File: src/rtl/qcp_pkg.sv
// package with types, codes and sizes of the quad corner projector
`default_nettype none

package qcp_pkg;

    localparam int FRAC_BITS  = 16;
    localparam int BONE_COUNT = 64;
    localparam int BONE_W     = $clog2(BONE_COUNT);
    localparam int TBL_AW     = BONE_W + 4;
    localparam int ACC_W      = 64 - FRAC_BITS + 2;
    localparam int P_W        = 48;
    localparam int NUM_W      = P_W + FRAC_BITS;
    localparam int DIV_CW     = $clog2(NUM_W);

    // input commands
    localparam logic [2:0] CMD_VIEW   = 3'd0;
    localparam logic [2:0] CMD_PROJ   = 3'd1;
    localparam logic [2:0] CMD_BONE   = 3'd2;
    localparam logic [2:0] CMD_VIS    = 3'd3;
    localparam logic [2:0] CMD_CORNER = 3'd4;

    // transform stages
    localparam logic [1:0] STG_BONE = 2'd0;
    localparam logic [1:0] STG_VIEW = 2'd1;
    localparam logic [1:0] STG_PROJ = 2'd2;

    // configuration register indexes
    localparam logic REG_WIDTH  = 1'b0;
    localparam logic REG_HEIGHT = 1'b1;

    // controller to datapath
    typedef struct packed {
        logic       accept;
        logic       load_in;
        logic       issue;
        logic [1:0] stage;
        logic [3:0] k;
        logic       copy;
        logic       num_load;
        logic       mag_load;
        logic       div_start;
        logic       div_sel_y;
        logic       out_load;
    } t_dp_cmd;

    // datapath to controller
    typedef struct packed {
        logic bad;
        logic div_done;
        logic out_full;
    } t_dp_sts;

endpackage

`default_nettype wire

File: src/rtl/qcp_controller.sv
// controller: sequences the transform stages, tests and divisions of a corner
`default_nettype none

module qcp_controller import qcp_pkg::*; (
    input  wire logic       i_clk,
    input  wire logic       i_rst_n,
    input  wire logic       i_valid,
    input  wire logic [2:0] i_command,
    input  wire logic       i_out_ready,
    input  wire t_dp_sts    i_sts,
    output logic            o_ready,
    output t_dp_cmd         o_cmd
);

    typedef enum logic [8:0] {
        S_IDLE  = 9'b000000001,
        S_MAT   = 9'b000000010,
        S_DRAIN = 9'b000000100,
        S_CHK   = 9'b000001000,
        S_MAG   = 9'b000010000,
        S_DEC   = 9'b000100000,
        S_DIVX  = 9'b001000000,
        S_DIVY  = 9'b010000000,
        S_FIN   = 9'b100000000
    } t_state;

    t_state     r_state, n_state;
    logic [3:0] r_k, n_k;
    logic [1:0] r_stage, n_stage;
    logic [1:0] r_drain, n_drain;

    // next state and commands
    always_comb begin
        n_state = r_state;
        n_k     = r_k;
        n_stage = r_stage;
        n_drain = r_drain;
        o_cmd   = '0;
        o_cmd.stage = r_stage;
        o_cmd.k     = r_k;
        o_ready = (r_state == S_IDLE);
        case (r_state)
            S_IDLE: begin
                o_cmd.accept = i_valid;
                if (i_valid && (i_command == CMD_CORNER)) begin
                    o_cmd.load_in = 1'b1;
                    n_stage = STG_BONE;
                    n_k     = '0;
                    n_state = S_MAT;
                end
            end
            S_MAT: begin
                o_cmd.issue = 1'b1;
                n_k = r_k + 1'b1;
                if (r_k == 4'd15) begin
                    n_drain = '0;
                    n_state = S_DRAIN;
                end
            end
            S_DRAIN: begin
                n_drain = r_drain + 1'b1;
                if (r_drain == 2'd2) begin
                    o_cmd.copy = 1'b1;
                    if (r_stage == STG_PROJ) begin
                        n_state = S_CHK;
                    end else begin
                        n_stage = r_stage + 1'b1;
                        n_state = S_MAT;
                    end
                end
            end
            S_CHK: begin
                o_cmd.num_load = 1'b1;
                n_state = S_MAG;
            end
            S_MAG: begin
                o_cmd.mag_load = 1'b1;
                n_state = S_DEC;
            end
            S_DEC: begin
                if (i_sts.bad) begin
                    n_state = S_FIN;
                end else begin
                    o_cmd.div_start = 1'b1;
                    n_state = S_DIVX;
                end
            end
            S_DIVX: begin
                if (i_sts.div_done) begin
                    o_cmd.div_start = 1'b1;
                    o_cmd.div_sel_y = 1'b1;
                    n_state = S_DIVY;
                end
            end
            S_DIVY: begin
                if (i_sts.div_done) n_state = S_FIN;
            end
            S_FIN: begin
                if (!i_sts.out_full || i_out_ready) begin
                    o_cmd.out_load = 1'b1;
                    n_state = S_IDLE;
                end
            end
            default: n_state = S_IDLE;
        endcase
    end

    // state registers
    always_ff @(posedge i_clk) begin
        if (!i_rst_n) begin
            r_state <= S_IDLE;
            r_k     <= '0;
            r_stage <= STG_BONE;
            r_drain <= '0;
        end else begin
            r_state <= n_state;
            r_k     <= n_k;
            r_stage <= n_stage;
            r_drain <= n_drain;
        end
    end

endmodule

`default_nettype wire

File: config.mk
export PLATFORM = sky130hd
export DESIGN_NAME = qcp_controller
export DESIGN_NICKNAME = d
export VERILOG_FILES = /design/src/rtl/qcp_pkg.sv /design/src/rtl/qcp_controller.sv
export SDC_FILE = /design/constraint.sdc
export NUM_CORES = 1
export LEC_CHECK = 0
export ABC_CLOCK_PERIOD_IN_PS = 3300
export BUFFER_PORTS_ARGS = -buffer_cell sky130_fd_sc_hd__buf_4
export CORE_ASPECT_RATIO = 1.4
export CORE_MARGIN = 8
export CORE_UTILIZATION = 57
export DETAILED_ROUTE_END_ITERATION = 6
export PLACE_DENSITY = 0.84
export SETUP_SLACK_MARGIN = 0.3
export SLEW_MARGIN = 20
export SYNTH_ARGS = -nofsm -noshare
export SYNTH_HDL_FRONTEND = slang
export SYNTH_SLANG_ARGS = --single-unit
File: constraint.sdc
create_clock -name i_clk -period 3.3 [get_ports i_clk]
set_input_delay 0.33 -clock i_clk [delete_from_list [all_inputs] [get_ports i_clk]]
set_output_delay 0.33 -clock i_clk [all_outputs]
set_load 0.005 [all_outputs]
==> flow_summary.ini <==
[setup_path]
crit_fanout = 9
critical_path_buf_inv_count = 1
worst_setup_path_start_kind = flip-flop
timing.reg2reg.setup_slack_ps = 1240
cp.depth = 4
critical_path.slowest_cell = dfxtp_1
required_ps = 2970
family_with_the_most_delay_on_the_worst_path = simple AND/OR/NAND/NOR gates
critical_path_class = reg2out
r2r_start = r_state[7]
worst_path_largest_cell_delay_ps = 410
r2r_end = r_stage[1]
rr_worst_depth = 5
timing.critical_path.to_type = output pin
path_cells = nor4_1 -> and3_1 -> nor4b_2 -> buf_4
data_arrival_time_at_the_worst_slack_endpoint_ps = 2070

[grt]
number_of_antenna_violations_at_the_first_check_in_global_routing = 0
grt.met1_usage = 0.1692
first_pass_grt_wire_length_um = 4395
grt-ovfl-total = 0
first_global_vias = 1004
track_usage = 0.1585
met3_usage = 0.03433
grt.busiest_layer = met2
groute.layer.met2.usage = 0.2762
grt_max_degree = 19

[cells_and_area]
fillerInstances = 155
multi_input_comb_area_um2 = 728.2
antenna_diode_count = 0
layout-drive-gt1-share = 0.2649
net_count_final = 165
area_delta_synth_final_pct = 16.65
sequential_cell_area_um2 = 340.3
layout.core_utilization = 0.6875

[clock_tree]
ctsHtreeMaxLevel = 1
postCtsResizedCells = 0
root_buffer = clkbuf_4
clock_input_transition_at_the_sequential_cells_of_the_worst_setup_and_hold_paths_ps = 110
insertion_delay_ps = 310
cts-root-to-sink-buffers = 2
clock_tree_from_tritoncts = built
count_of_hold_buffers_inserted_by_post_cts_repair = 0
post-cts-setup-buffers = 0
clkSinkCount = 17
cts-buffers-inserted = 3

[sta]
layout_min_cycle_time_ps = 2403
slew_violations = 0
setup_tns_ps = 0
max-slew-margin-rel = 0.5822
fin_worst_skew_ps = 5.430
number_of_hold_slack_violations_in_the_final_timing_report = 0
setup_viol = 0
setup_ws_ps = 896.7
grt_setup_unrepaired = false
fin_crit_sh = 0.7283
max_slew.worst_pin.slew_ps = 626.0
clock.fmax_mhz = 416.1

[synthesis]
ys_dominant_reg_cell = dfxtp_1
mappedNetlistArea_um2 = 1135
netlist.area_leader.share = 0.2999
yosys_warnings = 0
ys_seq_area_frac = 0.2999
edff_count_synth = 0
synth_area_per_cell_um2 = 8.663
flip_flop_and_latch_count_after_synthesis = 17
yosys.area.top_type = dfxtp_1
netlist-cell-type-count = 54
syn_nets = 144
post_synth_inst_count = 131
async_flop_share = 0
synth_area_leaders = dfxtp_1 (30%), nor2_1 (4.3%), ha_1 (3.3%)

[hold_path]
hold_path.startpoint = i_out_ready
worstHoldEndpoint = r_state[8]
worstHoldPathCells = 4
min_path_type = in2reg

[detailed_routing]
detail_route.wirelength_um = 2670
detail_route.vias_per_cell = 5.965
initialDrtViolationCount = 23
detailedRoute.firstPassIterationCount = 4
dr_total_vias = 1026
post-route-drc-count = 0
wl_per_cell_um = 15.52
antenna_left = 0

[pwr]
vdd_drop_max_mv = 0.3328
power-per-cell-area_nw_per_um2 = 408.9
combPwrFrac = 0.360
clockPowerShare = 0.226
p_int_uw = 338.2
total_switching_power_uw = 203.0
power_frac_seq = 0.414
switching_share_of_power = 0.3751
p_leak_nw = 0.5163

[floorplan]
std_cell_rows = 19
io-pin-count = 26
fp.dieH_um = 68.80
design.die.area_um2 = 3695
fp.coreArea_um2 = 1926
die_w_um = 53.71
starting_density = 0.5893

[placement]
detailedPlace.worstSlack_ps = 1255
port_buffers = 25
hpwlAfterDp_um = 2106
gpl.final_weighted_congestion = 0.8498

[run]
drv.max_cap_violation_count = 0

[status]
outcome = finished, final reports clean
logic make-up (layout without fill, tap and decap cells):
kind of cell | after synthesis | after routing | synth area share
fa+ha+maj | 3 | 3 | 0.03308
mux | 3 | 3 | 0.02646
compound gates | 23 | 23 | 0.1511
flops | 17 | 17 | 0.2999
simple gates | 69 | 69 | 0.4002
buf+inv | 12 | 32 | 0.05842
xor+xnor | 4 | 4 | 0.03088
worst min-delay path, cell delays in order:
cell and delay [ps]:
buf_4 80, nor2b_1 50, nand4_1 80, o21ai_1 50
sequential cells by signal, indices dropped and copies added, names as in the netlist:
| signal | cells |
|---|---|
| r_k | 4 |
| r_state | 9 |
| r_stage | 2 |
| r_drain | 2 |
through the flow:
stage                     power, mW  std cells  cell area (µm²)  hold WS, ps
after detailed placement     0.4221        168             1294        533.2
after floorplan              0.3628        131             1135        505.3
final                        0.5413        172             1324        307.7
after global placement       0.4196        168             1294        514.5
after CTS                    0.5407        172             1324        309.6
after global routing         0.5701        172             1324        326.1
power groups by stage:
stage	registers, mW	logic [mW]	clock network (mW)
finish	0.224	0.195	0.122
global route	0.226	0.213	0.131
CTS	0.224	0.194	0.122
detailed placement	0.229	0.193	0
global placement	0.229	0.191	0
floorplan	0.226	0.137	0
placed cells by master, fill, tap and decap left out, types with 4 or more instances in the layout:
master	instances
nor2_1	13
buf_4	25
nand3_1	4
nand2_1	7
nor2b_1	6
and3_1	4
and2_1	5
dfxtp_1	17
worst max-delay path by stage:
stage | start | end | slack [ps]
final | r_state[7] | o_cmd[13] | 900
after floorplan | r_state[7] | r_state[1] | 1390
after detailed placement | r_state[7] | o_cmd[13] | 1260
after global routing | r_state[7] | o_cmd[13] | 760
after CTS | r_state[7] | o_cmd[13] | 910
after global placement | r_state[7] | o_cmd[13] | 1300
cells in the mapped netlist, types with 2 or more instances:
cell type	instances
nor2_1	13
o21ai_0	2
nand2_1	7
o21ai_1	2
a21oi_1	2
and2_1	5
nor4_1	3
o211ai_1	2
clkbuf_1	3
nor3_1	3
and3_1	4
nor2b_1	6
nor4b_2	2
nor3b_1	3
nand2b_1	2
buf_6	2
ha_1	3
dfxtp_1	17
o21a_1	3
o22ai_1	2
or3_1	3
mux2i_1	3
xnor2_1	2
nand3_1	4
xor2_1	2
inv_1	3
cell type report:
class | count | share of cell area
clock buffers | 3 | 0.01701
clock inverters | 1 | 0.005671
inverters | 3 | 0.008507
multi-input cells | 102 | 0.5501
flip-flops and latches | 17 | 0.2571
well taps | 21 | 0.01985
repair buffers | 25 | 0.1418
routing by layer:
layer	wire length (µm)	vias up
met1	1028	480
met2	1464	24
met4	51	0
met3	126	4
li1	-	518
met5	0	-
No activity file was read; power rests on OpenSTA's default activity.
